File: config.mk
export PLATFORM = sky130hd
export DESIGN_NAME = p22_cfg_regs_flat
export DESIGN_NICKNAME = d
export VERILOG_FILES = /design/src/design/assert_macros.svh /design/src/design/p22_pkg.sv /design/src/design/p22_ifs.sv /design/src/design/p22_cfg_regs.sv /design/src/flat_wrapper.sv
export SDC_FILE = /design/constraint.sdc
export NUM_CORES = 1
export LEC_CHECK = 0
export BUFFER_PORTS_ARGS = -buffer_cell sky130_fd_sc_hd__buf_2
export CORE_MARGIN = 4
export CORE_UTILIZATION = 50
export DETAILED_ROUTE_END_ITERATION = 10
export PLACE_DENSITY_LB_ADDON = 0.1
export SKIP_LAST_GASP = 1
export SLEW_MARGIN = 15
export SYNTH_ARGS = -nofsm -noshare
export SYNTH_HDL_FRONTEND = slang
export SYNTH_SLANG_ARGS = --single-unit
File: constraint.sdc
create_clock -name clk_i -period 2.1 [get_ports clk_i]
set_clock_uncertainty 0.1 [all_clocks]
set_input_delay 0.21 -clock clk_i [delete_from_list [all_inputs] [get_ports clk_i]]
set_output_delay 0.21 -clock clk_i [all_outputs]
set_load 0.03 [all_outputs]
File: src/design/assert_macros.svh
// assertion helpers for the rtl
`ifndef ASSERT_MACROS_SVH
`define ASSERT_MACROS_SVH

`ifndef SYNTHESIS

`define P22_ASSERT(label, clk, rst_n, prop) \
  label: assert property (@(posedge clk) disable iff (!(rst_n)) (prop)) \
    else $error("assertion failed");

`define P22_NEVER(label, clk, rst_n, cond) \
  label: assert property (@(posedge clk) disable iff (!(rst_n)) !(cond)) \
    else $error("forbidden condition seen");

`else

`define P22_ASSERT(label, clk, rst_n, prop)

`define P22_NEVER(label, clk, rst_n, cond)

`endif

`endif

File: src/design/p22_pkg.sv
package p22_pkg;

  localparam int CFG_IDX_BITS  = 2;
  localparam int CFG_DATA_BITS = 16;
  localparam int DIM_BITS      = 11;
  localparam int PLANE_BITS    = 16;

  localparam logic [DIM_BITS-1:0]   WIDTH_RESET  = DIM_BITS'(1024);
  localparam logic [DIM_BITS-1:0]   HEIGHT_RESET = DIM_BITS'(1024);
  localparam logic [PLANE_BITS-1:0] PLANES_RESET = PLANE_BITS'(1);
  localparam logic [DIM_BITS-1:0]   DIM_MIN      = DIM_BITS'(2);

  typedef enum logic [CFG_IDX_BITS-1:0] {
    REG_FRAME_WIDTH  = 2'd0,
    REG_FRAME_HEIGHT = 2'd1,
    REG_PLANE_COUNT  = 2'd2,
    REG_POOL_KIND    = 2'd3
  } cfg_reg_e;

  typedef enum logic {
    POOL_MAX = 1'b0,
    POOL_AVG = 1'b1
  } pool_kind_e;

  // effective settings after clamping
  typedef struct packed {
    logic [DIM_BITS-1:0]   width;
    logic [DIM_BITS-1:0]   height;
    logic [PLANE_BITS-1:0] planes;
    pool_kind_e            kind;
  } cfg_t;

  // scan position of the next beat and the flags it would carry
  typedef struct packed {
    logic [DIM_BITS-1:0] col;
    logic [DIM_BITS-1:0] row;
    logic                plane_done;
    logic                tensor_done;
  } pos_t;

endpackage

File: src/design/p22_ifs.sv
interface p22_cfg_if ();
  logic                              valid;
  logic                              ready;
  logic [p22_pkg::CFG_IDX_BITS-1:0]  index;
  logic [p22_pkg::CFG_DATA_BITS-1:0] data;

  modport source (output valid, index, data, input ready);
  modport sink (input valid, index, data, output ready);
endinterface


File: src/design/p22_cfg_regs.sv
module p22_cfg_regs #(
  parameter int MAX_WIDTH  = 1024,
  parameter int MAX_HEIGHT = 1024
) (
  input  logic           clk_i,
  input  logic           rst_ni,
  p22_cfg_if.sink        cfg_i,
  output p22_pkg::cfg_t  cfg_o
);

  logic [p22_pkg::DIM_BITS-1:0]   width_q, width_d;
  logic [p22_pkg::DIM_BITS-1:0]   height_q, height_d;
  logic [p22_pkg::PLANE_BITS-1:0] planes_q, planes_d;
  p22_pkg::pool_kind_e            kind_q, kind_d;

  assign cfg_i.ready = 1'b1;

  always_comb begin
    width_d  = width_q;
    height_d = height_q;
    planes_d = planes_q;
    kind_d   = kind_q;
    if (cfg_i.valid) begin
      unique case (p22_pkg::cfg_reg_e'(cfg_i.index))
        p22_pkg::REG_FRAME_WIDTH:  width_d  = cfg_i.data[p22_pkg::DIM_BITS-1:0];
        p22_pkg::REG_FRAME_HEIGHT: height_d = cfg_i.data[p22_pkg::DIM_BITS-1:0];
        p22_pkg::REG_PLANE_COUNT:  planes_d = cfg_i.data[p22_pkg::PLANE_BITS-1:0];
        p22_pkg::REG_POOL_KIND:    kind_d   = p22_pkg::pool_kind_e'(cfg_i.data[0]);
        default: ;
      endcase
    end
  end

  always_ff @(posedge clk_i or negedge rst_ni) begin
    if (!rst_ni) begin
      width_q  <= p22_pkg::WIDTH_RESET;
      height_q <= p22_pkg::HEIGHT_RESET;
      planes_q <= p22_pkg::PLANES_RESET;
      kind_q   <= p22_pkg::POOL_MAX;
    end else begin
      width_q  <= width_d;
      height_q <= height_d;
      planes_q <= planes_d;
      kind_q   <= kind_d;
    end
  end

  // clamp to the supported frame and treat zero planes as one
  always_comb begin
    if (width_q < p22_pkg::DIM_MIN) begin
      cfg_o.width = p22_pkg::DIM_MIN;
    end else if (int'(width_q) > MAX_WIDTH) begin
      cfg_o.width = p22_pkg::DIM_BITS'(MAX_WIDTH);
    end else begin
      cfg_o.width = width_q;
    end
    if (height_q < p22_pkg::DIM_MIN) begin
      cfg_o.height = p22_pkg::DIM_MIN;
    end else if (int'(height_q) > MAX_HEIGHT) begin
      cfg_o.height = p22_pkg::DIM_BITS'(MAX_HEIGHT);
    end else begin
      cfg_o.height = height_q;
    end
    cfg_o.planes = (planes_q == '0) ? p22_pkg::PLANE_BITS'(1) : planes_q;
    cfg_o.kind   = kind_q;
  end

endmodule

File: src/flat_wrapper.sv
// flat-port wrapper written by rule: the top's interface ports become plain ports
module p22_cfg_regs_flat 
#(
  parameter int MAX_WIDTH  = 1024,
  parameter int MAX_HEIGHT = 1024
)
  (clk_i, rst_ni, cfg_o, cfg_i_valid, cfg_i_index, cfg_i_data, cfg_i_ready);
  p22_cfg_if cfg_i_i ();
  input  logic clk_i;
  input  logic rst_ni;
  output p22_pkg::cfg_t cfg_o;
  input wire logic [$bits(cfg_i_i.valid)-1:0] cfg_i_valid;
  input wire logic [$bits(cfg_i_i.index)-1:0] cfg_i_index;
  input wire logic [$bits(cfg_i_i.data)-1:0] cfg_i_data;
  output wire logic [$bits(cfg_i_i.ready)-1:0] cfg_i_ready;
  assign cfg_i_i.valid = cfg_i_valid;
  assign cfg_i_i.index = cfg_i_index;
  assign cfg_i_i.data = cfg_i_data;
  assign cfg_i_ready = cfg_i_i.ready;
  p22_cfg_regs #(.MAX_WIDTH(MAX_WIDTH), .MAX_HEIGHT(MAX_HEIGHT)) u_core (.clk_i(clk_i), .rst_ni(rst_ni), .cfg_i(cfg_i_i), .cfg_o(cfg_o));
endmodule
**After elaboration in Yosys (flattened, before gate mapping)**

Cells that the tools add are included.

- Flip-flop bits (word level): 39
- Input bits: 21
- Output and inout port bits: 40
- Word-level logic and storage cells: 22

- Order comparisons: 4
- Eq/ne operators: 3
- Muxes and demuxes: 5
- Reductions and logical operators: 6

Operator list:

| operator | count |
|---|---|
| $mux W11 | 4 |
| $gt A11 B11 Y1 const B | 2 |
| $lt A11 B2 Y1 const B | 2 |
| $logic_not A16 Y1 | 1 |
| $mux W16 | 1 |
| $reduce_and A2 Y1 | 4 |
| $eq A2 B2 Y1 const B | 2 |
| $eq A2 B1 Y1 const B | 1 |
| $logic_not A2 Y1 | 1 |

**Logic depth before layout (Yosys ltp)**

- Depth in word-level cells: 3
- Gate-level depth with buffers: 4
- Mapped depth without buffers: 3

**Worst setup path after synthesis**

No wires, ideal clock.

- Path kind: reg2out
- Start point: register u_core.width_q[10] in the netlist's numbering
- End point: output cfg_o[28] in the netlist's numbering
- Arrival: 1.375 ns
- Data required time: 1.790 ns
- Slack: 0.415 ns
- Stages on the path, launching flop included: 3
- Path buffers: 1
- Path through: dfstp_2 clkbuf_1 a311oi_1

RTL lines:

| what | RTL line | source |
|---|---|---|
| start, declared | p22_cfg_regs.sv:11 | `logic [p22_pkg::DIM_BITS-1:0] width_q, width_d;` |
| start signal, assigned | p22_cfg_regs.sv:36 | `width_q <= p22_pkg::WIDTH_RESET;` |
| start signal, assigned | p22_cfg_regs.sv:41 | `width_q <= width_d;` |
| end, declared | flat_wrapper.sv:11 | `output p22_pkg::cfg_t cfg_o;` |

==> results.cfg <==
[outcome]
outcome = completed

[power]
max-vdd-ir-drop_v = 0.000581
switchingPower_mw = 0.832
p_comb_share_pct = 32.8
leakage_nw = 1.11
p_int_mw = 1.51
seq_power_share_pct = 43.9
p_clk_share_pct = 23.3
powerDensity_nw_per_um2 = 1050
power_switching_share_pct = 35.6

[timing]
worst_slew_pin_slew_ns = 0.699
setup_viol = 0
rsz0062_at_grt = no
fin_tns_setup_ns = 0
max_slew_margin_pct = 53.4
hold_violations = 0
fmax_mhz = 549
finalCriticalPeriod_ns = 1.82
fin_ws_ns = 0.279
period_share_pct = 86.7
drv_slew = 0

[flow_run]
drv_cap = 0

[routing]
viasPerCell = 5.08
antenna_left = 0
drt_pass1_iterations = 4
drcViolationCount = 0
num_vias = 1204
routedWlPerCell_um = 16.3
drt_iter0_drc = 37
wl_um = 3870

[global_route]
grt_max_degree = 17
track_usage_pct = 18.3
overflow = 0
grt_pass1_wl_um = 6190
antenna_found_initial = 0
first_global_vias = 1303

[final_layout]
utilization_pct = 64.1
final-instance-count-excl-fill = 237
nFillCells = 289
final_layout_size_suffix_gt1_share_pct = 58.1
final-seq-area_um2 = 980
multi_input_area_um2 = 747
area_growth_pct = 19.7
fin_nets = 211
insertedDiodeCount = 0

[clock_network]
cts_buffers = 5
cts_tree = yes
cts-root-buf = clkbuf_8
cts_setup_buffers = 0
cts_max_level = 2
cts_max_path_buffers = 2
clk_pin_slew_worst_paths_ns = 0.07
cts_num_sinks = 39
clk_latency_ns = 0.29

[placement]
portBuffers = 59
dp_hpwl_um = 2960
gp_congestion = 0.771
place_inst = 228
place_ws_ns = 0.478

[worst_hold_path]
hold_class = input pin to flip-flop
hold_start = cfg_i_data[14]
min_path_cells = 2
worstHoldEndpoint = u_core.planes_q[14]

[floorplanning]
die-area_um2 = 4760
start_util_pct = 53.6
die_h_um = 69.0
pin_count = 61
fp-row-count = 21
die_w_um = 69.0
coreArea_um2 = 3470

[critical_path]
r2r_setup_slack_ns = 1.09
max_stage_delay_ns = 0.40
slowest_stage = dfrtp_1
rr_startpoint = u_core.height_q[10]
reg2reg_depth = 1
cp_cell_sequence = nor4_1, a21oi_1, nor2_1, buf_2
arrival_ns = 1.51
crit_type = flip-flop to output port
worstPathMaxFanout = 3
cp-start-kind = flip-flop
end_kind = output port
required_ns = 1.79
r2r_end = u_core.height_q[10]

[synth]
synth_area_um2 = 1860
synth_seq_cells = 39
synth_fp_nets = 165
synth_warnings = 0
synth_cell_type_count = 23
netlist_instances = 144
netlist_top_cells_area = dfrtp_1 48%, mux2_4 13%, mux2_2 13%
syn_area_per_cell_um2 = 12.9
synth_top_area_share_pct = 48.5
synth_top_area_cell = dfrtp_1
ys_seq_area_share_pct = 52.7
through the flow:
stage	power (mW)	hold WS, ns	cell area [um^2]
floorplan	1.61	-0.186	1860
global route	2.46	0.0448	2220
detailed placement	1.81	0.0387	2110
finish	2.34	0.0478	2220
CTS	2.36	0.0404	2220
global placement	1.79	0.0428	2110
state kept, by name, indices dropped and copies added, names as in the netlist:
signal           flops
u_core.width_q      11
u_core.kind_q        1
u_core.height_q     11
u_core.planes_q     16
layer usage:
| layer | wire length, um | vias to the layer above | track usage (%) |
|---|---|---|---|
| met5 | 0 | - | 0 |
| met4 | 65 | 0 | 7.54 |
| met3 | 255 | 5 | 5.83 |
| met2 | 1810 | 42 | 27.5 |
| met1 | 1740 | 586 | 24.4 |
| li1 | - | 571 | - |
layout make-up:
cell class / instances / share of cell area (%)
Clock buffer: 8 / 4.50
Inverter: 3 / 0.506
Multi-Input combinational cell: 78 / 33.6
Sequential cell: 39 / 44.1
Tap cell: 46 / 2.59
Timing Repair Buffer: 63 / 14.7
how the worst max path moves through the flow:
stage | start | end | slack, ns | cells past startpoint
CTS | u_core.width_q[2] | cfg_o[29] | 0.25 | 4
global placement | cfg_i_index[1] | u_core.width_q[3] | 0.52 | 3
detailed placement | cfg_i_index[1] | u_core.width_q[2] | 0.48 | 3
finish | u_core.width_q[8] | cfg_o[29] | 0.28 | 4
global route | u_core.height_q[1] | cfg_o[18] | 0.07 | 4
floorplan | u_core.width_q[10] | cfg_o[28] | 0.42 | 2
cells in the final DEF (no fill, tap or decap), types with 2 or more instances in the layout:
| master | instances |
|---|---|
| buf_2 | 59 |
| dfrtp_1 | 36 |
| mux2_2 | 21 |
| nor2b_1 | 16 |
| mux2_4 | 16 |
| clkbuf_8 | 7 |
| nor4_1 | 6 |
| inv_1 | 3 |
| buf_4 | 3 |
| dfstp_2 | 3 |
| nor3_1 | 2 |
| nor2_1 | 2 |
| nand3_1 | 2 |
| a21oi_1 | 2 |
| nand2_1 | 2 |
| o21ai_0 | 2 |
cell usage after synthesis, drive strengths merged:
| library cell | count |
|---|---|
| a311oi | 1 |
| nor2b | 16 |
| nor3b | 1 |
| nand3 | 2 |
| a41o | 1 |
| nor4 | 6 |
| nor2 | 2 |
| dfrtp | 36 |
| conb | 1 |
| nand2 | 2 |
| nor3 | 2 |
| dfstp | 3 |
| o21ai | 2 |
| nand3b | 2 |
| inv | 3 |
| a21oi | 2 |
| clkbuf | 19 |
| mux2 | 37 |
| and3b | 1 |
| buf | 5 |
cell families (layout without fill, tap and decap cells):
| kind of cell | after synthesis | count (layout) | share of synthesized area [%] |
|---|---|---|---|
| AO/OA/AOI/OAI | 6 | 6 | 2.09 |
| flip-flops | 39 | 39 | 52.7 |
| other | 1 | 1 | 0.202 |
| multiplexers | 37 | 37 | 25.7 |
| AND/OR/NAND/NOR | 34 | 34 | 12.3 |
| buffers and inverters | 27 | 74 | 7.07 |
worst max-delay path: cells and delay by family (launching register included):
| family | cells | cell delay [ns] |
|---|---|---|
| and+or+nand+nor | 2 | 0.48 |
| DFF | 1 | 0.40 |
| buffers and inverters | 1 | 0.20 |
| AOI/OAI and AO/OA | 1 | 0.13 |
power groups by stage:
stage          Sequential, mW  Combinational [mW]  Clock [mW]
2_1_floorplan           0.984               0.621           0
3_3_place_gp             1.03               0.765           0
3_5_place_dp             1.04               0.773           0
4_1_cts                  1.03               0.777       0.559
5_1_grt                  1.05               0.819       0.594
6_report                 1.03               0.767       0.545
what timing repair did:
| action | 4_1_cts | 5_1_grt |
|---|---|---|
| endpoints found under the hold margin | 14 | 0 |
| resized for setup | 0 | 0 |
| endpoints found under the setup margin | 0 | 0 |
| hold buffers | 1 | 0 |
No activity file was read; power rests on OpenSTA's default activity.
