**src/design/assert_macros.svh**
```systemverilog
// assertion helpers for the rtl
`ifndef ASSERT_MACROS_SVH
`define ASSERT_MACROS_SVH

`ifndef SYNTHESIS

`define P22_ASSERT(label, clk, rst_n, prop) \
  label: assert property (@(posedge clk) disable iff (!(rst_n)) (prop)) \
    else $error("assertion failed");

`define P22_NEVER(label, clk, rst_n, cond) \
  label: assert property (@(posedge clk) disable iff (!(rst_n)) !(cond)) \
    else $error("forbidden condition seen");

`else

`define P22_ASSERT(label, clk, rst_n, prop)

`define P22_NEVER(label, clk, rst_n, cond)

`endif

`endif

```
**src/design/p22_pkg.sv**
```systemverilog
package p22_pkg;

  localparam int CFG_IDX_BITS  = 2;
  localparam int CFG_DATA_BITS = 16;
  localparam int DIM_BITS      = 11;
  localparam int PLANE_BITS    = 16;

  localparam logic [DIM_BITS-1:0]   WIDTH_RESET  = DIM_BITS'(1024);
  localparam logic [DIM_BITS-1:0]   HEIGHT_RESET = DIM_BITS'(1024);
  localparam logic [PLANE_BITS-1:0] PLANES_RESET = PLANE_BITS'(1);
  localparam logic [DIM_BITS-1:0]   DIM_MIN      = DIM_BITS'(2);

  typedef enum logic [CFG_IDX_BITS-1:0] {
    REG_FRAME_WIDTH  = 2'd0,
    REG_FRAME_HEIGHT = 2'd1,
    REG_PLANE_COUNT  = 2'd2,
    REG_POOL_KIND    = 2'd3
  } cfg_reg_e;

  typedef enum logic {
    POOL_MAX = 1'b0,
    POOL_AVG = 1'b1
  } pool_kind_e;

  // effective settings after clamping
  typedef struct packed {
    logic [DIM_BITS-1:0]   width;
    logic [DIM_BITS-1:0]   height;
    logic [PLANE_BITS-1:0] planes;
    pool_kind_e            kind;
  } cfg_t;

  // scan position of the next beat and the flags it would carry
  typedef struct packed {
    logic [DIM_BITS-1:0] col;
    logic [DIM_BITS-1:0] row;
    logic                plane_done;
    logic                tensor_done;
  } pos_t;

endpackage

```
**src/design/p22_scan.sv**
```systemverilog
module p22_scan (
  input  logic           clk_i,
  input  logic           rst_ni,
  input  p22_pkg::cfg_t  cfg_i,
  input  logic           step_i,
  output p22_pkg::pos_t  pos_o
);

  logic [p22_pkg::DIM_BITS-1:0]   col_q, col_d;
  logic [p22_pkg::DIM_BITS-1:0]   row_q, row_d;
  logic [p22_pkg::PLANE_BITS-1:0] plane_q, plane_d;
  logic [p22_pkg::DIM_BITS:0]     col_inc, row_inc;
  logic [p22_pkg::PLANE_BITS:0]   plane_inc;
  logic [p22_pkg::DIM_BITS-1:0]   last_col, last_row;

  assign col_inc   = {1'b0, col_q} + 1'b1;
  assign row_inc   = {1'b0, row_q} + 1'b1;
  assign plane_inc = {1'b0, plane_q} + 1'b1;

  // last window ends on the odd column and row that close the last full pair
  assign last_col = {cfg_i.width[p22_pkg::DIM_BITS-1:1], 1'b0} - 1'b1;
  assign last_row = {cfg_i.height[p22_pkg::DIM_BITS-1:1], 1'b0} - 1'b1;

  always_comb begin
    col_d   = col_q;
    row_d   = row_q;
    plane_d = plane_q;
    if (step_i) begin
      if (col_inc >= {1'b0, cfg_i.width}) begin
        col_d = '0;
        if (row_inc >= {1'b0, cfg_i.height}) begin
          row_d   = '0;
          plane_d = (plane_inc >= {1'b0, cfg_i.planes}) ? '0
                                                        : plane_inc[p22_pkg::PLANE_BITS-1:0];
        end else begin
          row_d = row_inc[p22_pkg::DIM_BITS-1:0];
        end
      end else begin
        col_d = col_inc[p22_pkg::DIM_BITS-1:0];
      end
    end
  end

  always_ff @(posedge clk_i or negedge rst_ni) begin
    if (!rst_ni) begin
      col_q   <= '0;
      row_q   <= '0;
      plane_q <= '0;
    end else begin
      col_q   <= col_d;
      row_q   <= row_d;
      plane_q <= plane_d;
    end
  end

  always_comb begin
    pos_o.col         = col_q;
    pos_o.row         = row_q;
    pos_o.plane_done  = (col_q == last_col) && (row_q == last_row);
    pos_o.tensor_done = pos_o.plane_done && (plane_q == (cfg_i.planes - 1'b1));
  end

endmodule

```
**config.mk**
```make
export PLATFORM = sky130hd
export DESIGN_NAME = p22_scan
export DESIGN_NICKNAME = d
export VERILOG_FILES = /design/src/design/assert_macros.svh /design/src/design/p22_pkg.sv /design/src/design/p22_scan.sv
export SDC_FILE = /design/constraint.sdc
export NUM_CORES = 1
export LEC_CHECK = 0
export ABC_AREA = 1
export BUFFER_PORTS_ARGS = -buffer_cell sky130_fd_sc_hd__buf_4
export CORE_MARGIN = 10
export CORE_UTILIZATION = 61
export CTS_BUF_LIST = sky130_fd_sc_hd__clkbuf_8
export CTS_CLUSTER_SIZE = 28
export DETAILED_ROUTE_END_ITERATION = 16
export PLACE_DENSITY = 0.8
export RECOVER_POWER = 100
export SYNTH_ARGS = -nofsm -noshare
export SYNTH_HDL_FRONTEND = slang
export SYNTH_SLANG_ARGS = --single-unit
```
**constraint.sdc**
```tcl
create_clock -name clk_i -period 3.65 [get_ports clk_i]
set_clock_uncertainty 0.2 [all_clocks]
set_input_delay 0.73 -clock clk_i [delete_from_list [all_inputs] [get_ports clk_i]]
set_output_delay 0.73 -clock clk_i [all_outputs]
set_load 0.005 [all_outputs]
```
Word level (Yosys, flattened, before mapping)
Cells that the tools add are included.
{ "word_totals": {"regBits": 38, "elab_cells": 22} }
{ "op_classes": {"addsub": 6, "n_lt_le_gt_ge": 3, "eq_ne": 3, "mux": 3, "reduce_logical": 4} }
{ "ops": {"columns": ["operator", "count"], "rows": [
  ["$add 11x1->12 const B", 2],
  ["$ge 12x11->1", 2],
  ["$eq 11x11->1", 2],
  ["$mux 11", 2],
  ["$sub 11x1->11 const B", 2],
  ["$add 16x1->17 const B", 1],
  ["$ge 17x16->1", 1],
  ["$eq 16x16->1", 1],
  ["$mux 16", 1],
  ["$sub 16x1->16 const B", 1],
  ["$reduce_and 3->1", 1],
  ["$logic_and 1x1->1", 2],
  ["$reduce_and 2->1", 1]
]} }

Depth between registers and ports, before layout
Gate-level depths: netlist (run 1).
{ "depth": {"word_depth": 4, "depth_mapped": 20, "mapped_depth_nobuf": 18} }

Worst setup path before layout (run 1)
No wires, ideal clock.
{ "synth_path": {"path_kind": "input port to output port", "from": "in cfg_i[1] (netlist name)", "to": "out pos_o[0] (netlist name)", "arrival_time_ps": 1942, "t_required_ps": 2720, "slack_ps": 778, "stages": 12, "path_cell_list": "inv_1 -> ha_1 -> nand2_1 -> nor2_1 -> nand2_1 -> nor2_1 -> nand3_1 -> or2_2 -> nand3_1 -> nor2_1 -> nand3_1 -> nor2_1"} }
{ "synth_rtl": {"columns": ["item", "line", "source"], "rows": [
  ["start, declared", "p22_scan.sv:4", "input p22_pkg::cfg_t cfg_i,"],
  ["end, declared", "p22_scan.sv:6", "output p22_pkg::pos_t pos_o"]
]} }

==> results by group, run 1 <==
Power and ir drop
  • Clock network fraction of design power: 19.1%
  • Peak supply drop: 314.2 uV
  • Reg power frac: 37.1%
  • Static Leakage: 0.002875 uW
  • PD cells: 287.6 nW/um^2
  • Int Power: 890.5 uW
  • Sw Ratio: 40.97%
  • Combinational fraction of design power: 43.8%
  • P_sw: 618.1 uW

Timing
  • Hold Violations, Final: 0
  • Setup_tns: 0 ns
  • Final setup margin: 0.2423 ns
  • Fmax: 0.2935 GHz
  • Worst-margin pin slew: 2.090 ns
  • Fin. max-slew vios: 39
  • Tcrit/Tclk final: 93.36%
  • Slew HR: -39.32%
  • Minimum clock period after layout: 3.408 ns
  • Final setup vio count: 0
  • RSZ-0062 raised after global routing: false

Setup path
  • Worst Path Buf+Inv: 4
  • CP Data Required Time: 2.72 ns
  • Cells along the critical path: buf_4 > inv_1 > ha_1 > nand2_1 > nor2_2 > nand2_1 > nor2_1 > nand3_1 > nand2_1 > inv_1 > nor2_1 > nand2_1 > nor2_1 > nand3_1 > nor2_1 > buf_4
  • CP delay by family, top: simple AND/OR/NAND/NOR gates
  • Arr. time, crit path: 2.48 ns
  • Max incr delay on CP: 0.21 ns
  • Critical path capture point type: output port
  • Crit path max fanout: 3
  • Slowest stage cell, crit path: ha_1
  • Startpoint Class: primary input
  • Crit Path Category: primary input to output port

Layout
  • NumNets Final: 862
  • Layout fillers: 659
  • Final core occ: 71.55%
  • Fin cells: 875
  • Share of layout cells above drive strength 1: 12.11%
  • Diode count: 0
  • Area grow syn2layout: 13.05%
  • Post-route cell area: 5245 sq um

Placed design
  • Dpl hpwl: 9.760 mm
  • Placed cell area: 5169 sq um
  • Post-Place Cells: 868
  • Port buffer count: 64
  • Place WS: 0.2052 ns
  • GPL Wtd Cong: 0.9097

Logic synthesis
  • Register area share after synthesis: 20.50%
  • Top cell type's share of synthesized area: 20.50%
  • Syn_nets: 802
  • Ranking of synthesized cells by area: dfrtp_1, nand2_1, ha_1, inv_1, xor2_1
  • Top FF cell, synth: dfrtp_1
  • Largest area contributor in the netlist: dfrtp_1
  • Seq cells post-synth: 38
  • Post-synth EDFFs: 0
  • Unique masters post-synth: 38
  • Mapped Cells: 716
  • Ys async rst share: 100.0%
  • Synth warnings: 0
  • Post-Syn Area per Cell: 6.480 sq um
  • Area of the mapped netlist: 4639 sq um

Die
  • Die height: 107.2 um
  • Die footprint: 11490 sq um
  • Die width: 107.2 um
  • I/O pins: 66
  • Initial Util: 63.29%
  • Core area: 7331 sq um
  • Num rows: 31

Global routing
  • First-pass GRT wire length: 20.91 mm
  • Pin count of the biggest net entering global routing: 39
  • Initial antenna violation count: 0
  • GRT Total Usage: 21.51%
  • Number of global-route vias before repair: 4614
  • Gr ovfl total: 0

Routing
  • Final WL: 11.93 mm
  • DRT iter0 DRCs: 283
  • DR vias/cell: 5.320
  • Drt wl/cell: 13.64 um
  • Drt pass-1 iters: 5
  • DR DRC count: 0
  • Antenna Nets Post-Route: 0
  • Routed vias: 4655

Clock network
  • Post-CTS Setup Bufs: 0
  • Clk slew on worst S/H paths: 0.08 ns
  • Cts hold-fix bufs: 0
  • CTS sink cnt: 38
  • CTS tree: yes
  • Clk root buf: clkbuf_8
  • H-Tree Level Count: 2
  • Clk_lat worst skew: 0.30 ns
  • Max Buffers Root-to-Sink: 2
  • Total CTS buffers: 5

Min path
  • Worst min path class: flop to flop

Run status
  • Failing checks: capacitance limit, slew limit
  • Status: finished with violations

Job
  • Maxcap violations: 1
-- per-stage QoR --
stage | total power [uW] | hold WS (ns)
6_report | 1509 | 0.3746
2_1_floorplan | 987.0 | 0.2344
3_3_place_gp | 1206 | 0.3210
4_1_cts | 1524 | 0.2101
5_1_grt | 1635 | 0.4022
3_5_place_dp | 1233 | 0.3589
-- worst register-to-register path, stage by stage, from the launching register on --
cell and delay, ns:
dfrtp_1 0.48, nand2_1 0.13, nor3_1 0.40, nand2_1 0.12, xor2_1 0.15, inv_1 0.07, ha_1 0.29, inv_1 0.04
nor3_1 0.26, nor3b_1 0.44, nand4_4 0.31, nand4_1 0.20, o21ai_0 0.10
-- synth_stat cells, types with 6 or more instances --
cell type	count
xnor2_1	16
ha_1	44
o21ai_0	27
nor2_1	75
a21oi_1	16
o21ai_1	16
buf_2	6
nor3_1	8
nand4_1	30
nand2_1	183
dfrtp_1	38
nand3_1	51
inv_1	120
xor2_1	40
-- power groups by stage --
stage	sequential [uW]	clock, uW	combinational, uW
finish	560	289	660
global route	571	306	758
CTS	560	293	671
detailed placement	568	0	665
global placement	567	0	639
floorplan	546	0	441
-- layout by cell type (no fill, tap or decap), drive strengths merged --
cell,instances
xnor2,16
a21oi,17
xnor3,3
or2,1
clkinv,3
o22ai,1
inv,122
ha,44
xor2,40
nor3,10
o21ai,43
and2,1
nor3b,2
nor2,81
nand3b,4
o21bai,1
buf,42
nand3,55
dfrtp,38
clkbuf,30
nand2,186
o211ai,3
nor4,1
nand4,31
a21o,1
-- final timing paths --
path / from / to / slack [ns] / cells after the start
setup reg to reg: plane_q[4] / plane_q[0] / 0.34 / 12
setup / recovery: cfg_i[1] / pos_o[0] / 0.24 / 16
hold / removal: row_q[9] / row_q[9] / 0.37 / 2
min in group asynchronous: rst_ni / row_q[4] / 0.83 / 1
hold reg to reg: row_q[9] / row_q[9] / 0.37 / 2
max in group asynchronous: rst_ni / plane_q[5] / 1.22 / 1
-- registers in the layout, summed over array words and instances (netlist names) --
| name | count |
|---|---|
| plane_q | 16 |
| col_q | 11 |
| row_q | 11 |
-- what timing repair did --
action / 4_1_cts / 5_1_grt
endpoints found under the hold margin: 0 / 0
endpoints found under the setup margin: 0 / 17
gates resized for setup: 0 / 2
-- cell families after synthesis --
family / synth area share, %
AOI/OAI and AO/OA: 7.498
buffers and inverters: 12.05
adders and majority gates: 11.87
and+or+nand+nor: 36.06
DFF: 20.50
xor gates and xnor gates: 12.03
-- layer usage --
metal | GRT usage (%) | wire [um]
met3 | 3.353 | 688
met5 | 0 | 0
met2 | 36.21 | 5616
met1 | 28.41 | 5521
met4 | 4.255 | 108
-- layout make-up --
type	count	area, sq um	share of cell area [%]
inverter	123	461.7	8.802
tap	99	123.9	2.362
sequential	38	950.9	18.13
clock buffer	5	68.82	1.312
clock inverter	2	10.01	0.1908
multi-input combinational	541	3141	59.88
timing repair buffer	67	489.2	9.327
(Power assumes the default switching activity.)
==> run 2, diff against run 1 <==
--- a/config.mk
+++ b/config.mk
@@ -6,13 +6,13 @@
 export NUM_CORES = 1
 export LEC_CHECK = 0
 export ABC_AREA = 1
-export BUFFER_PORTS_ARGS = -buffer_cell sky130_fd_sc_hd__buf_4
-export CORE_MARGIN = 10
-export CORE_UTILIZATION = 61
+export CORE_MARGIN = 2
+export CORE_UTILIZATION = 60
 export CTS_BUF_LIST = sky130_fd_sc_hd__clkbuf_8
 export CTS_CLUSTER_SIZE = 28
 export DETAILED_ROUTE_END_ITERATION = 16
-export PLACE_DENSITY = 0.8
+export DONT_BUFFER_PORTS = 1
+export PLACE_DENSITY = 0.72
 export RECOVER_POWER = 100
 export SYNTH_ARGS = -nofsm -noshare
 export SYNTH_HDL_FRONTEND = slang
==> results by group, run 2 (same netlist as run 1, synthesis figures left out) <==
Run status
  • Status: finished with violations
  • Failing checks: capacitance limit, slew limit

Layout
  • Post-route cell area: 4792 sq um (-8.6%)
  • Layout fillers: 749 (+14%)
  • Most frequent cells in the layout: nand2_1, inv_1, nor2_1
  • Biggest register: plane_q
  • Max FFs per register: 16 (unchanged)
  • Area grow syn2layout: 3.290%
  • Biggest regs: plane_q: 16 flops, col_q: 11 flops, row_q: 11 flops
  • Most common cell after layout, fill and taps aside: nand2_1
  • Diode count: 0 (unchanged)
  • Share of layout cells above drive strength 1: 4.208% (-7.9 points)
  • NumNets Final: 798 (-7.4%)

Die
  • Core area: 7607 sq um (+3.8%)
  • Die footprint: 8452 sq um (-26%)
  • Initial Util: 60.99% (-2.3 points)
  • I/O pins: 66 (unchanged)
  • Die width: 91.94 um (-14%)
  • Num rows: 32 (+3.2%)
  • Die height: 91.94 um (-14%)

Clock network
  • Clk_lat worst skew: 0.30 ns (about the same)
  • Clk slew on worst S/H paths: 0.08 ns (about the same)
  • Max Buffers Root-to-Sink: 2 (unchanged)
  • CTS tree: yes
  • CTS sink cnt: 38 (unchanged)
  • Post-CTS Setup Bufs: 0 (unchanged)
  • H-Tree Level Count: 2 (unchanged)
  • Total CTS buffers: 5 (unchanged)
  • Clk root buf: clkbuf_8

Setup path
  • Startpoint Class: flop
  • Slowest stage cell, crit path: dfrtp_1
  • Crit Path Category: flop to flop
  • Max incr delay on CP: 0.50 ns (+0.29 ns)
  • Worst Path Buf+Inv: 1 (-3)
  • Crit path max fanout: 16 (+13)
  • Arr. time, crit path: 3.28 ns (+0.80 ns)
  • Flop-to-flop setup slack: 0.33 ns (about the same)
  • Critical path capture point type: flop
  • CP dominant cell by count: nand2_1
  • CP Data Required Time: 3.61 ns (+0.89 ns)
  • Cells along the critical path: ha_1 > nand3_2 > nor2_4 > nand2_1 > nand2_1 > inv_1 > ha_1 > nand2_1 > nor3_1 > nor3b_1 > nand4_4 > nand4_1 > o21ai_0
  • Reg-to-reg endpoint: plane_q[13]
  • Reg2reg path depth: 13 (+1)
  • CP delay by family, top: simple AND/OR/NAND/NOR gates
  • Worst R2R Start: plane_q[0]

Global routing
  • GRT Total Usage: 27.55% (+6.0 points)
  • Initial antenna violation count: 0 (unchanged)
  • Pin count of the biggest net entering global routing: 39 (unchanged)
  • First-pass GRT wire length: 18.93 mm (-9.5%)
  • Number of global-route vias before repair: 4021 (-13%)
  • Gr ovfl total: 0 (unchanged)

Routing
  • DR DRC count: 0 (unchanged)
  • Drt wl/cell: 13.73 um (+0.66%)
  • DRT iter0 DRCs: 185 (-35%)
  • Routed vias: 4346 (-6.6%)
  • Wl on met1: 5.527 mm (+0.11%)
  • Top sig layer: met4
  • Met3 WL: 733 um (+6.5%)
  • Antenna Nets Post-Route: 0 (unchanged)
  • Drt pass-1 iters: 5 (unchanged)
  • Final WL: 11.19 mm (-6.2%)
  • DR vias/cell: 5.333 (+0.24%)
  • Met2 routed WL: 4.762 mm (-15%)

Timing
  • Final setup vio count: 0 (unchanged)
  • Worst-margin pin slew: 2.071 ns (-0.01848 ns)
  • Hold_ws: 0.3250 ns (-0.04955 ns)
  • Setup_tns: 0 ns (unchanged)
  • RSZ-0062 raised after global routing: false
  • Tcrit/Tclk final: 90.90% (-2.5 points)
  • Fin. max-slew vios: 39 (unchanged)
  • Minimum clock period after layout: 3.318 ns (-0.08991 ns)
  • Hold Violations, Final: 0 (unchanged)
  • Fmax: 0.3014 GHz (+2.7%)
  • Slew HR: -38.08% (+1.2 points)

Min path
  • HP Start: step_i
  • Hold Path Stages: 1 (-1)
  • Worst min path class: primary input to flop
  • WHS Endpoint: col_q[1]

Placed design
  • GPL Wtd Cong: 0.9084 (-0.14%)
  • Dpl hpwl: 9.036 mm (-7.4%)
  • Port buffer count: 0 (-100%)
  • Placed cell area: 4684 sq um (-9.4%)

Power and ir drop
  • Peak supply drop: 326.1 uV (+3.8%)
  • PD cells: 294.4 nW/um^2 (+2.4%)
  • Static Leakage: 0.002579 uW (-10%)

Job
  • Maxcap violations: 1 (unchanged)
## run 2: cell types whose count changed in the layout (fill, tap and decap cells not counted)
cell | previous run | this run
buf_4 | 42 | 1
clkbuf_4 | 21 | 0
clkbuf_1 | 3 | 2
clkbuf_2 | 1 | 0
clkbuf_8 | 5 | 6
clkinv_2 | 2 | 1
inv_1 | 120 | 121
nand3_2 | 4 | 3
nand3_4 | 0 | 1
nor2_1 | 74 | 75
nor2_2 | 3 | 2
o21ai_0 | 41 | 40
o21ai_1 | 2 | 3
## run 2: area by class of cell
cell class | instances | area [sq um] | area share, %
multi-input combinational | 541 | 3146 | 65.64
clock buffer | 6 | 82.58 | 1.723
sequential | 38 | 950.9 | 19.84
clock inverter | 2 | 8.758 | 0.1828
timing repair buffer | 3 | 15.01 | 0.3133
tap | 102 | 127.6 | 2.663
inverter | 123 | 461.7 | 9.634
## run 2: how the worst max path moves through the flow
| stage | start | slack [ns] | depth (start not counted) | endpoint |
|---|---|---|---|---|
| 6_report | plane_q[0] | 0.33 | 13 | plane_q[13] |
| 5_1_grt | plane_q[0] | 0.05 | 13 | plane_q[4] |
| 4_1_cts | row_q[1] | 0.21 | 14 | plane_q[15] |
| 3_5_place_dp | row_q[1] | 0.25 | 14 | plane_q[14] |
| 3_3_place_gp | row_q[1] | 0.35 | 14 | plane_q[15] |
| 2_1_floorplan | cfg_i[1] | 0.78 | 12 | pos_o[0] |
## run 2: metal layers
metal	global-route usage (%)	up-vias
met5	0	-
met4	6.468	0
met3	5.752	17
met2	43.01	113
met1	39.18	1936
li1	-	2280
## run 2: timing repair
| item | 4_1_cts | 5_1_grt |
|---|---|---|
| hold buffers | 1 | 0 |
| endpoints found under the hold margin | 38 | 0 |
| setup endpoints to repair | 0 | 16 |
| gates resized for setup | 0 | 2 |
## run 2: worst reg2reg max path: stages (launching register included)
cell     delay (ns)
dfrtp_1        0.50
ha_1           0.25
nand3_2        0.15
nor2_4         0.19
nand2_1        0.09
nand2_1        0.07
inv_1          0.05
ha_1           0.31
nand2_1        0.07
nor3_1         0.22
nor3b_1        0.47
nand4_4        0.32
nand4_1        0.20
o21ai_0        0.10
## run 2: power by group
group	internal, uW	leakage (uW)	switching (uW)
clock	150	0.0000524	155
sequential	471	0.000519	98.0
combinational	215	0.00201	322
total	836	0.00258	575
## run 2: per-stage QoR
stage / instances / setup WS [ns] / util (%) / total power (uW)
2_1_floorplan: 716 / 0.7778 / - / 987.0
3_3_place_gp: 806 / 0.3486 / 61.58 / 1086
3_5_place_dp: 806 / 0.2465 / 61.58 / 1103
4_1_cts: 815 / 0.2149 / 63.04 / 1427
5_1_grt: 815 / 0.05346 / 62.99 / 1544
6_report: 815 / 0.3323 / 62.99 / 1411
==> run 3, diff against run 2 <==
--- a/config.mk
+++ b/config.mk
@@ -7,12 +7,12 @@
 export LEC_CHECK = 0
 export ABC_AREA = 1
 export CORE_MARGIN = 2
-export CORE_UTILIZATION = 60
+export CORE_UTILIZATION = 52
 export CTS_BUF_LIST = sky130_fd_sc_hd__clkbuf_8
 export CTS_CLUSTER_SIZE = 28
 export DETAILED_ROUTE_END_ITERATION = 16
 export DONT_BUFFER_PORTS = 1
-export PLACE_DENSITY = 0.72
+export PLACE_DENSITY = 0.63
 export RECOVER_POWER = 100
 export SYNTH_ARGS = -nofsm -noshare
 export SYNTH_HDL_FRONTEND = slang
==> results by group, run 3 (same netlist as run 1, synthesis figures left out) <==
Global routing
  • Pin count of the biggest net entering global routing: 39 (unchanged)
  • First-pass GRT wire length: 19.35 mm (+2.3%)
  • Initial antenna violation count: 0 (unchanged)
  • GRT Total Usage: 23.96% (-3.6 points)
  • Number of global-route vias before repair: 4413 (+9.7%)
  • Gr ovfl total: 0 (unchanged)

Layout
  • Biggest regs: plane_q: 16 flops, col_q: 11 flops, row_q: 11 flops
  • Area grow syn2layout: 3.182%
  • Most frequent cells in the layout: nand2_1, inv_1, nor2_1
  • Most common cell after layout, fill and taps aside: nand2_1
  • Biggest register: plane_q
  • Max FFs per register: 16 (unchanged)
  • Share of layout cells above drive strength 1: 4.213% (+0.0059 points)
  • Diode count: 0 (unchanged)
  • NumNets Final: 798 (unchanged)

Placed design
  • GPL Wtd Cong: 0.8954 (-1.4%)
  • Place WS: 0.1863 ns (-0.06022 ns)
  • Dpl hpwl: 9.313 mm (+3.1%)
  • Port buffer count: 0 (unchanged)

Timing
  • Hold Violations, Final: 0 (unchanged)
  • Final setup margin: 0.3503 ns (+0.01804 ns)
  • Tcrit/Tclk final: 90.40% (-0.49 points)
  • RSZ-0062 raised after global routing: false
  • Fmax: 0.3031 GHz (+0.55%)
  • Minimum clock period after layout: 3.300 ns (-0.01804 ns)
  • Slew HR: -44.06% (-6.0 points)
  • Fin. max-slew vios: 39 (unchanged)
  • Setup_tns: 0 ns (unchanged)
  • Worst-margin pin slew: 2.161 ns (+0.08969 ns)
  • Final setup vio count: 0 (unchanged)

Setup path
  • Arr. time, crit path: 3.26 ns (-0.02 ns)
  • Critical path capture point type: flop
  • Worst R2R Start: plane_q[3]
  • Startpoint Class: flop
  • Crit Path Category: flop to flop
  • Crit path max fanout: 16 (unchanged)
  • CP Data Required Time: 3.62 ns (about the same)
  • CP Launch Point: plane_q[3]

Min path
  • Worst min path class: primary input to flop
  • HP Start: step_i

Run status
  • Failing checks: capacitance limit, slew limit
  • Status: finished with violations

Die
  • Core area: 8678 sq um (+14%)
  • Die height: 98.46 um (+7.1%)
  • Num rows: 34 (+6.3%)
  • I/O pins: 66 (unchanged)
  • Die width: 98.46 um (+7.1%)
  • Die footprint: 9693 sq um (+15%)
  • Initial Util: 53.46% (-7.5 points)

Routing
  • Routed vias: 4416 (+1.6%)
  • DRT iter0 DRCs: 198 (+7.0%)
  • Antenna Nets Post-Route: 0 (unchanged)
  • DR DRC count: 0 (unchanged)
  • Drt pass-1 iters: 6 (+1)
  • Final WL: 11.38 mm (+1.7%)
  • DR vias/cell: 5.385 (+0.99%)
  • Drt wl/cell: 13.88 um (+1.1%)

Power and ir drop
  • Static Leakage: 0.002571 uW (-0.31%)
  • Final total power: 1389 uW (-1.6%)
  • PD cells: 290.1 nW/um^2 (-1.5%)
  • Peak supply drop: 298.6 uV (-8.4%)

Clock network
  • CTS tree: yes
  • Clk root buf: clkbuf_8
  • Clk_lat worst skew: 0.29 ns (about the same)
  • Total CTS buffers: 5 (unchanged)
  • Post-CTS Setup Bufs: 0 (unchanged)
  • H-Tree Level Count: 2 (unchanged)
  • CTS sink cnt: 38 (unchanged)
  • Clk slew on worst S/H paths: 0.08 ns (about the same)
  • Max Buffers Root-to-Sink: 2 (unchanged)

Job
  • Maxcap violations: 1 (unchanged)
## run 3: changes by cell type in the layout (fill, tap and decap cells not counted)
cell      previous run  this run
clkinv_2             1         2
clkbuf_8             6         5
inv_1              121       120
o21ai_0             40        41
o21ai_1              3         2
## run 3: worst paths after layout
| path | endpoint | slack, ns | cells past startpoint |
|---|---|---|---|
| worst max-delay path | plane_q[4] | 0.35 | 12 |
| worst min register to register | plane_q[8] | 0.35 | 2 |
| min in group asynchronous | row_q[4] | 0.86 | 1 |
| worst max register to register | plane_q[4] | 0.35 | 12 |
| max in group asynchronous | col_q[10] | 1.16 | 1 |
| worst min-delay path | col_q[1] | 0.32 | 1 |
## run 3: area by class of cell
type / count / area (sq um)
multi-input cells: 541 / 3146
flip-flops and latches: 38 / 950.9
clock inverters: 2 / 10.01
fillers: 865 / 3891
inverters: 123 / 461.7
well taps: 108 / 135.1
repair buffers: 3 / 15.01
clock buffers: 5 / 68.82
## run 3: power by group
| part | switching [uW] | total (uW) | internal, uW | leakage (uW) |
|---|---|---|---|---|
| Clock | 155 | 283 | 128 | 0.0000438 |
| Sequential | 99.8 | 570 | 471 | 0.000519 |
| Combinational | 320 | 535 | 216 | 0.00201 |
## run 3: critical path, stage by stage, from the launching register on
cell     delay (ns)
dfrtp_1        0.48
nand2_1        0.13
nor3_1         0.39
nand2_1        0.12
xor2_1         0.14
inv_1          0.08
ha_1           0.29
inv_1          0.04
nor3_1         0.25
nor3b_1        0.44
nand4_4        0.31
nand4_1        0.21
o21ai_0        0.09
## run 3: per-stage QoR
stage	utilization [%]	hold WS, ns	instances	cell area [sq um]
after detailed placement	54.07	0.2352	812	4692
after global routing	55.16	0.3203	820	4787
after floorplan	-	0.2344	716	4639
after CTS	55.20	0.06816	820	4791
after global placement	54.07	0.2352	812	4692
final	55.16	0.3220	820	4787
## run 3: timing repair
item,4_1_cts,5_1_grt
resized for setup,0,2
endpoints found under the setup margin,0,16
endpoints found under the hold margin,38,0
hold buffers,1,0
## run 3: layer usage
metal,wire length [um],GRT usage [%]
met4,316,8.219
met5,0,0
met1,4840,28.67
met3,584,3.333
met2,5642,43.90
